$ cat config.mk
export PLATFORM = sky130hd
export DESIGN_NAME = url_percent_decoder_flat
export DESIGN_NICKNAME = d
export VERILOG_FILES = /design/src/hdl/upd_pkg.sv /design/src/hdl/upd_in_if.sv /design/src/hdl/upd_out_if.sv /design/src/hdl/url_percent_decoder.sv /design/src/flat_wrapper.sv
export SDC_FILE = /design/constraint.sdc
export NUM_CORES = 1
export LEC_CHECK = 0
export ABC_CLOCK_PERIOD_IN_PS = 8900
export BUFFER_PORTS_ARGS = -buffer_cell sky130_fd_sc_hd__buf_2
export CORE_MARGIN = 2
export CORE_UTILIZATION = 38
export DETAILED_ROUTE_END_ITERATION = 10
export SLEW_MARGIN = 10
export SYNTH_ARGS = -nofsm -noshare
export SYNTH_HDL_FRONTEND = slang
export SYNTH_SLANG_ARGS = --single-unit
$ cat constraint.sdc
create_clock -name clk -period 8.9 [get_ports clk]
set_clock_uncertainty 0.1 [all_clocks]
set_input_delay 0 -clock clk [delete_from_list [all_inputs] [get_ports clk]]
set_output_delay 0 -clock clk [all_outputs]
set_load 0.1 [all_outputs]
$ cat src/hdl/upd_pkg.sv
// ----------------------------------------------------------------------------
// upd_pkg
// Shared constants and character-class helpers for the URL percent decoder.
// ----------------------------------------------------------------------------
package upd_pkg;

  localparam logic [7:0] CHAR_PCT   = 8'h25;
  localparam logic [7:0] CHAR_PLUS  = 8'h2B;
  localparam logic [7:0] CHAR_SPACE = 8'h20;

  // Number of result bytes one input byte can produce.
  localparam int MAX_RESULTS = 3;

  function automatic logic is_hex(input logic [7:0] c);
    return (c inside {[8'h30:8'h39], [8'h41:8'h46], [8'h61:8'h66]});
  endfunction

  // Valid only when is_hex(c); letters of either case map to 10..15.
  function automatic logic [3:0] hex_nibble(input logic [7:0] c);
    if (c inside {[8'h30:8'h39]}) begin
      return c[3:0];
    end
    return c[3:0] + 4'd9;
  endfunction

  // Values that stay escaped as literal text.
  function automatic logic is_safe(input logic [7:0] v);
    return (v inside {[8'h30:8'h39], [8'h61:8'h7A], [8'h41:8'h5A], [8'h27:8'h2F],
                      8'h21, 8'h24, 8'h26, 8'h3A, 8'h3B, 8'h3D, 8'h3F, 8'h40, 8'h5F});
  endfunction

endpackage

$ cat src/hdl/upd_in_if.sv
// ----------------------------------------------------------------------------
// upd_in_if
// Encoded byte channel: one URL byte per item plus end-of-string flag.
// ----------------------------------------------------------------------------
interface upd_in_if;
  logic       valid;
  logic       ready;
  logic [7:0] in_byte;
  logic       in_last;

  modport source (output valid, output in_byte, output in_last, input ready);
  modport sink   (input valid, input in_byte, input in_last, output ready);
endinterface

$ cat src/hdl/upd_out_if.sv
// ----------------------------------------------------------------------------
// upd_out_if
// Decoded byte channel: one decoded byte per item plus end-of-string flag.
// ----------------------------------------------------------------------------
interface upd_out_if;
  logic       valid;
  logic       ready;
  logic [7:0] out_byte;
  logic       out_last;

  modport source (output valid, output out_byte, output out_last, input ready);
  modport sink   (input valid, input out_byte, input out_last, output ready);
endinterface

$ cat src/hdl/url_percent_decoder.sv
// Timing: results of an item reach the output in the cycle after it is accepted
//   when the output queue is empty; later results follow one byte per cycle while dec.ready holds.
// Throughput: one input item per cycle while enc.ready is high; the output drains
//   one byte per cycle while dec.ready is high, set by the queue's single read port.
// Reset (rst, synchronous): clears escape state and queue pointers; the queue
//   storage itself is not cleared.
// ----------------------------------------------------------------------------
// url_percent_decoder
// Streams URL bytes, decodes '+' and non-safe %XX escapes, queues results.
// ----------------------------------------------------------------------------
module url_percent_decoder #(
  parameter int FIFO_AW = 3
) (
  input  logic             clk,
  input  logic             rst,
  upd_in_if.sink           enc,
  upd_out_if.source        dec
);

  localparam int DEPTH = 1 << FIFO_AW;
  localparam logic [FIFO_AW:0] READY_MAX = (FIFO_AW + 1)'(DEPTH - upd_pkg::MAX_RESULTS);

  typedef enum logic [1:0] {
    PH_IDLE,
    PH_PCT,
    PH_DIGIT
  } phase_t;

  typedef struct packed {
    logic       last;
    logic [7:0] data;
  } entry_t;

  phase_t            phase;
  logic [7:0]        held_digit;

  entry_t            fifo [DEPTH];
  logic [FIFO_AW-1:0] wr_ptr;
  logic [FIFO_AW-1:0] rd_ptr;
  logic [FIFO_AW:0]   count;

  phase_t            phase_next;
  logic [7:0]        held_next;
  logic [7:0]        res [upd_pkg::MAX_RESULTS];
  logic [1:0]        n_res;
  logic              do_plain;

  logic [7:0]        c;
  logic [7:0]        dec_val;
  logic              accept;
  logic              pop;

  assign c       = enc.in_byte;
  assign dec_val = {upd_pkg::hex_nibble(held_digit), upd_pkg::hex_nibble(c)};
  assign accept  = enc.valid && enc.ready;
  assign pop     = dec.valid && dec.ready;

  assign enc.ready    = (count <= READY_MAX);
  assign dec.valid    = (count != '0);
  assign dec.out_byte = fifo[rd_ptr].data;
  assign dec.out_last = fifo[rd_ptr].last;

  always_comb begin
    phase_next = phase;
    held_next  = held_digit;
    n_res      = '0;
    do_plain   = 1'b0;
    for (int i = 0; i < upd_pkg::MAX_RESULTS; i++) begin
      res[i] = '0;
    end

    case (phase)
      PH_PCT: begin
        if (upd_pkg::is_hex(c)) begin
          held_next  = c;
          phase_next = PH_DIGIT;
        end else begin
          phase_next = PH_IDLE;
          res[n_res] = upd_pkg::CHAR_PCT;
          n_res      = n_res + 2'd1;
          do_plain   = 1'b1;
        end
      end
      PH_DIGIT: begin
        phase_next = PH_IDLE;
        if (upd_pkg::is_hex(c) && upd_pkg::is_hex(held_digit)) begin
          if (upd_pkg::is_safe(dec_val)) begin
            res[0] = upd_pkg::CHAR_PCT;
            res[1] = held_digit;
            res[2] = c;
            n_res  = 2'd3;
          end else begin
            res[0] = dec_val;
            n_res  = 2'd1;
          end
        end else begin
          res[0]   = upd_pkg::CHAR_PCT;
          res[1]   = held_digit;
          n_res    = 2'd2;
          do_plain = 1'b1;
        end
      end
      default: begin
        // the idle phase and the unused phase code take plain-byte handling
        phase_next = PH_IDLE;
        do_plain   = 1'b1;
      end
    endcase

    if (do_plain) begin
      if (c == upd_pkg::CHAR_PLUS) begin
        res[n_res] = upd_pkg::CHAR_SPACE;
        n_res      = n_res + 2'd1;
      end else if (c == upd_pkg::CHAR_PCT) begin
        phase_next = PH_PCT;
      end else begin
        res[n_res] = c;
        n_res      = n_res + 2'd1;
      end
    end

    // end of string: pending escape text goes out as literals
    if (enc.in_last) begin
      if (phase_next == PH_PCT) begin
        res[n_res] = upd_pkg::CHAR_PCT;
        n_res      = n_res + 2'd1;
      end else if (phase_next == PH_DIGIT) begin
        res[n_res] = upd_pkg::CHAR_PCT;
        n_res      = n_res + 2'd1;
        res[n_res] = held_next;
        n_res      = n_res + 2'd1;
      end
      phase_next = PH_IDLE;
      held_next  = '0;
    end
  end

  always_ff @(posedge clk) begin
    if (rst) begin
      phase      <= PH_IDLE;
      held_digit <= '0;
      wr_ptr     <= '0;
      rd_ptr     <= '0;
      count      <= '0;
    end else begin
      if (accept) begin
        phase      <= phase_next;
        held_digit <= held_next;
        wr_ptr     <= wr_ptr + FIFO_AW'(n_res);
      end
      if (pop) begin
        rd_ptr <= rd_ptr + 1'b1;
      end
      count <= count + (accept ? (FIFO_AW + 1)'(n_res) : '0)
                     - (FIFO_AW + 1)'(pop);
    end
  end

  always_ff @(posedge clk) begin
    for (int i = 0; i < upd_pkg::MAX_RESULTS; i++) begin
      if (accept && (2'(i) < n_res)) begin
        fifo[wr_ptr + FIFO_AW'(i)] <= '{last: enc.in_last && (2'(i) == n_res - 2'd1),
                                       data: res[i]};
      end
    end
  end

endmodule

$ cat src/flat_wrapper.sv
// flat-port wrapper written by rule: the top's interface ports become plain ports
module url_percent_decoder_flat 
#(
  parameter int FIFO_AW = 3
)
  (clk, rst, enc_valid, enc_in_byte, enc_in_last, enc_ready, dec_valid, dec_out_byte, dec_out_last, dec_ready);
  upd_in_if enc_i ();
  upd_out_if dec_i ();
  input  logic clk;
  input  logic rst;
  input wire logic [$bits(enc_i.valid)-1:0] enc_valid;
  input wire logic [$bits(enc_i.in_byte)-1:0] enc_in_byte;
  input wire logic [$bits(enc_i.in_last)-1:0] enc_in_last;
  output wire logic [$bits(enc_i.ready)-1:0] enc_ready;
  output wire logic [$bits(dec_i.valid)-1:0] dec_valid;
  output wire logic [$bits(dec_i.out_byte)-1:0] dec_out_byte;
  output wire logic [$bits(dec_i.out_last)-1:0] dec_out_last;
  input wire logic [$bits(dec_i.ready)-1:0] dec_ready;
  assign enc_i.valid = enc_valid;
  assign enc_i.in_byte = enc_in_byte;
  assign enc_i.in_last = enc_in_last;
  assign enc_ready = enc_i.ready;
  assign dec_valid = dec_i.valid;
  assign dec_out_byte = dec_i.out_byte;
  assign dec_out_last = dec_i.out_last;
  assign dec_i.ready = dec_ready;
  url_percent_decoder #(.FIFO_AW(FIFO_AW)) u_core (.clk(clk), .rst(rst), .enc(enc_i), .dec(dec_i));
endmodule
Word level (Yosys, flattened, before mapping)
Memory sizes are Yosys's and may differ from the RTL's. A register that Yosys moved wholly into a read port is not among the register bits.
Cells that the tools add are included.
{ "totals": {"mem_bits_ro": 0, "elab_cells": 159, "mem_count": 1, "input_bits": 13, "latchBits": 0, "reg_bits": 20, "ram_bits": 72} }
{ "op_classes": {"n_div": 0, "shifts": 0, "multipliers": 0, "magnitude_cmp": 30, "n_reduce_logical": 27, "bitwise": 9, "n_mux": 58, "addsub": 12, "eq_ne": 17} }
{ "mem_list": {"columns": ["name", "depth", "word_bits", "read_ports", "rd_clocked_by_memory_dff", "write_ports", "line", "source"], "rows": [
  ["u_core.fifo", 8, 9, 1, 1, 3, "url_percent_decoder.sv:37", "entry_t fifo [DEPTH];"]
]} }
{ "op_table": {"columns": ["op", "count"], "rows": [
  ["two-way mux 24 bit", 6],
  ["equality test 8 x 6 -> 1 bit (second input constant)", 9],
  ["two-way mux 8 bit", 8],
  ["bitwise mux 24 bit", 2],
  ["demux 8 bit (select 2 bit)", 3],
  [">= comparator 8 x 7 -> 1 bit (second input constant)", 6],
  ["<= comparator 8 x 7 -> 1 bit (second input constant)", 6],
  ["two-way mux 16 bit", 3],
  [">= comparator 8 x 6 -> 1 bit (second input constant)", 4],
  ["<= comparator 8 x 6 -> 1 bit (second input constant)", 4],
  ["two-way mux 2 bit", 15],
  ["logical AND 1 bit", 22],
  ["bitwise AND 21 bit", 1],
  ["NOT 21 bit", 1],
  ["equality test 8 x 7 -> 1 bit (second input constant)", 2],
  ["two-way mux 4 bit", 4],
  ["one-hot mux 8 bit (2 select lines)", 1],
  ["bitwise AND 15 bit", 1],
  ["NOT 15 bit", 1],
  ["nonzero test 13 bit", 1],
  ["two-way mux 1 bit", 11],
  [">= comparator 3 bit (second input constant)", 3],
  ["less-than comparator 3 x 1 -> 1 bit (second input constant)", 3],
  ["NOT 2 -> 3 bit", 3],
  ["other kinds (24)", 33]
]} }

Logic depth before layout (Yosys ltp)
{ "logic_depth": {"word_depth": 25, "ltp_mapped": 29} }

Worst setup path after synthesis
No wires, ideal clock.
{ "synth_timing": {"kind": "reg2reg", "startpoint": "reg u_core.held_digit[0]", "endpoint": "reg u_core.count[3]", "arrival_ns": 5.821, "slack_ns": 2.851, "path_buffers": 3, "period_less_slack_ns": 6.049, "path_stages_with_launch": 30, "required_time_ns": 8.672, "path_cell_list": "dfxtp_1 > clkbuf_1 > inv_1 > ha_1 > o21bai_1 > a41o_1 > buf_2 > mux2_4 > a21oi_1 > o311ai_1 > o221a_2 > nor2_1 > inv_1 > ha_1 > a21oi_1 > ha_1 > nor2_1 > mux2_2 > a221oi_4 > mux2i_4 > a21oi_4 > buf_4 > nand2_1 > ha_1 > inv_1 > ha_1 > a21o_1 > a21oi_1 > xnor2_1 > nor2_1"} }
{ "synth_between": {"elab_chain_cells": 22} }
{ "synth_lines": {"columns": ["element", "line", "source"], "rows": [
  ["start: declaration", "url_percent_decoder.sv:35", "logic [7:0] held_digit;"],
  ["start signal: assignment", "url_percent_decoder.sv:148", "held_digit <= held_next;"],
  [">= comparator 8 x 6 -> 1 bit / <= comparator 8 x 6 -> 1 bit (equally long branches)", "upd_pkg.sv:15, upd_pkg.sv:20", null],
  ["logical AND 1 bit", "upd_pkg.sv:15, upd_pkg.sv:20", null],
  ["two-way mux 1 bit", "upd_pkg.sv:20", "if (c inside {[8'h30:8'h39]}) begin"],
  ["two-way mux 4 bit", "upd_pkg.sv:23", "return c[3:0] + 4'd9;"],
  [">= comparator 8 x 6 -> 1 bit (tied with other cells)", "upd_pkg.sv:28", "return (v inside {[8'h30:8'h39], [8'h61:8'h7A], [8'h41:8'h5A], [8'h27:8'h2F],"],
  ["logical AND 1 bit", "upd_pkg.sv:28", null],
  ["nonzero test 13 bit", "upd_pkg.sv:28", null],
  ["two-way mux 2 bit", "url_percent_decoder.sv:87", "if (upd_pkg::is_safe(dec_val)) begin"],
  ["[6 not listed]", null, null],
  ["adder 2 x 1 -> 2 bit", "url_percent_decoder.sv:126, url_percent_decoder.sv:129", null],
  ["adder 2 x 1 -> 2 bit", "url_percent_decoder.sv:131", "n_res = n_res + 2'd1;"],
  ["two-way mux 2 bit", "url_percent_decoder.sv:127", "end else if (phase_next == PH_DIGIT) begin"],
  ["two-way mux 2 bit", "url_percent_decoder.sv:124", "if (phase_next == PH_PCT) begin"],
  ["two-way mux 2 bit *", "url_percent_decoder.sv:123", "if (enc.in_last) begin"],
  ["two-way mux 2 bit *", "url_percent_decoder.sv:154", "count <= count + (accept ? (FIFO_AW + 1)'(n_res) : '0)"],
  ["adder 4 bit *", "url_percent_decoder.sv:154", null],
  ["subtractor 4 x 1 -> 4 bit *", "url_percent_decoder.sv:155", "- (FIFO_AW + 1)'(pop);"],
  ["end signal: assignment", "url_percent_decoder.sv:154", null],
  ["end: declaration", "url_percent_decoder.sv:40", "logic [FIFO_AW:0] count;"]
]} }
Every way passes the cells marked *; elsewhere a longest branch is shown, timed or not. The select of a mux whose other input is x is not followed.
A chain may end at the register's enable or synchronous reset.

==> out/results.ini <==
[yosys]
syn-num-nets = 755
synth_area_per_cell_um2 = 9.89
syn_area_um2 = 7030
synth-seq-cells = 95
yosys_most_used_dff = edfxtp_1
ys_async_sr_fraction_pct = 0
synthCells = 711
ys_warn_count = 0
ys_seq_area_share_pct = 37.3
synth_cell_types = 91
synth-edff-count = 72

[global_route]
grt_max_degree = 22
track_usage_pct = 25.5
grt_pass1_vias = 6240
antenna_found_initial = 0
grt.overflow.total = 0
grt_pass1_wl_um = 38200

[cells_and_area]
area.growth.synth_to_final_pct = 9.46
antenna_cells = 0
fillers = 1720
drive_gt1_share_pct = 16.0
nets = 770
final_util_pct = 42.6
seqCellArea_um2 = 2620
multi_input_area_um2 = 4150
final_cell_count_no_fill = 960

[critical_path]
end_kind = flip-flop
criticalPathCategory = reg -> reg
crit_start = u_core.held_digit[0]
r2r_start = u_core.held_digit[0]
cp_data_arrival_time_ns = 7.05
worstPathRequired_ns = 8.78
worstPathMaxFanout = 18
start_kind = flip-flop

[sta]
fin_tns_setup_ns = 0
worst_slack_ns = 1.72
fmax_mhz = 139
slew_headroom_pct = 26.3
rsz0062_at_grt = false
fin_crit_sh_pct = 80.7
setup_viol_count_final = 0
worst_slew_pin_slew_ns = 1.09
fin_crit_ns = 7.18
final_hold_viol_count = 0
maxSlewViolCount = 0

[route]
drcViolationCount = 4
vias = 6456
final_antenna_net_count = 0
avgViaCountPerCell = 6.73
wirelength_um = 24900
wl_per_cell_um = 25.9
drtIter0Drc = 858
dr.pass1.iters = 9

[status]
violations = DRC
outcome = finished, violations left

[clock_tree]
clockBufferDepth = 2
cts_resized = 0
cts_tree = built
clkTransAtPathRegs_ns = 0.07
ctsRootBufferMaster = clkbuf_16
post_cts_buffers = 0
h-tree-depth = 3
worst_skew_pair.late_latency_ns = 0.35
cts_buffers = 9
cts_sinks = 95

[placement]
gp_congestion = 0.998
dp_cells = 940
post-place-ws_ns = 1.77
port_buffers = 23
hpwl_um = 19200

[floorplan]
initial_core_util_pct = 38.9
core_um2 = 18100
fp.dieW_um = 140
fp.dieH_um = 140
num_io_pins = 24
dieArea_um2 = 19600
rows = 49

[power_and_ir_drop]
power_mw = 1.53
p_leak_nw = 2.63
ir_worst_vdd_mv = 0.196
pwr_density_cell_nw_per_um2 = 199

[job]
maxCapViolCount = 0

[hold_path]
min_path_type = in -> reg
worstHoldStart = enc_in_byte[6]

-- cell usage after synthesis, types with 4 or more instances --
cell type	n	area share (%)
a211oi_1	4	0.43
a21o_1	4	0.43
a21oi_1	34	2.4
a221o_1	9	1.3
a221oi_1	4	0.50
a22o_1	4	0.50
a22oi_1	12	1.3
a2bb2oi_1	4	0.50
a31oi_1	5	0.44
and2_1	10	0.89
and3_1	7	0.62
and4_1	7	0.87
buf_1	5	0.27
buf_2	7	0.50
clkbuf_1	20	1.1
dfxtp_1	23	6.5
edfxtp_1	72	31
ha_1	29	5.2
inv_1	26	1.4
mux2_2	10	1.6
mux4_2	18	5.8
nand2_1	76	4.1
nand2_2	5	0.44
nand2b_1	11	0.98
nand3_1	35	2.5
nand3_2	5	0.71
nand4_1	5	0.44
nor2_1	61	3.3
nor2b_1	5	0.44
nor3_1	8	0.57
o211ai_1	6	0.64
o21a_1	5	0.53
o21ai_0	27	1.9
o21ai_1	4	0.28
o221ai_1	50	6.2
o22ai_1	7	0.62
o31ai_1	6	0.64
xnor2_1	7	0.87
xor2_1	7	0.87
-- placed cells by master (no fill, tap or decap), drive strengths merged, types with 9 or more instances in the layout --
master,count
a21oi,35
a221o,9
a22oi,12
and2,11
buf,35
clkbuf,9
dfxtp,23
edfxtp,72
ha,29
inv,32
mux2,11
mux4,18
nand2,81
nand2b,11
nand3,41
nor2,63
o21ai,31
o221ai,51
-- through the flow --
step,area (um^2),hold slack [ns]
after floorplan,7030,0.0483
after global placement,7370,0.261
after detailed placement,7370,0.284
after CTS,7700,0.00302
after global routing,7700,0.0443
final,7700,0.0169
-- worst max-delay path: stages (launching register included) --
cell      delay [ns]
dfxtp_1         0.52
inv_1           0.16
ha_1            0.26
o21bai_1        0.15
a41o_1          0.36
mux2_4          0.35
a21oi_1         0.14
o311ai_1        0.14
o221a_2         0.40
nor2_1          0.24
inv_1           0.12
ha_1            0.34
a21oi_1         0.32
ha_1            0.28
nor2_1          0.06
mux2_2          0.28
a221oi_4        0.36
mux2i_4         0.19
a211oi_4        0.80
nand3_2         0.43
and2_1          0.31
o21ai_1         0.47
-- metal layers --
layer | track usage [%] | vias up | part of all wire (%)
li1 | - | 2834 | -
met1 | 35.6 | 3181 | 44
met2 | 41.1 | 385 | 47
met3 | 4.27 | 56 | 7.2
met4 | 7.50 | 0 | 2.6
met5 | 0 | - | 0
-- state kept, by name, indices dropped and copies added, names as in the netlist, named ones only --
register,flops
u_core.rd_ptr,3
u_core.wr_ptr,3
u_core.fifo,72
u_core.phase,2
u_core.count,4
u_core.held_digit,8
-- cell families after synthesis --
kind of cell | count (synthesis) | synth area share (%)
buffers and inverters | 63 | 3.70
XOR/XNOR | 14 | 1.74
AND/OR/NAND/NOR | 253 | 18.3
AO/OA/AOI/OAI | 222 | 24.7
adder cells (fa/ha/maj) | 31 | 5.73
multiplexers | 33 | 8.50
flip-flops | 95 | 37.3
-- report_power, final --
part	internal, mW	switching, mW	leakage [nW]
Clock	0.197	0.185	0.142
Combinational	0.178	0.415	1.65
Sequential	0.529	0.0272	0.843
-- final timing paths --
check / slack, ns / depth (start not counted) / endpoint
setup / recovery: 1.72 / 21 / u_core.fifo[3][1]
hold / removal: 0.02 / 4 / u_core.held_digit[4]
hold reg to reg: 0.39 / 2 / u_core.phase[1]
setup reg to reg: 1.72 / 21 / u_core.fifo[3][1]
-- timing repair --
action,CTS,global route
hold buffers,4,0
setup endpoints to repair,0,0
endpoints found under the hold margin,22,0
-- final cells by class --
cell class / count / area share [%]
timing repair buffer: 39 / 3.19
tap: 229 / 3.72
clock inverter: 7 / 0.829
inverter: 28 / 1.37
multi-input combinational: 553 / 53.9
clock buffer: 9 / 2.93
sequential: 95 / 34.1
(Power assumes the default switching activity.)
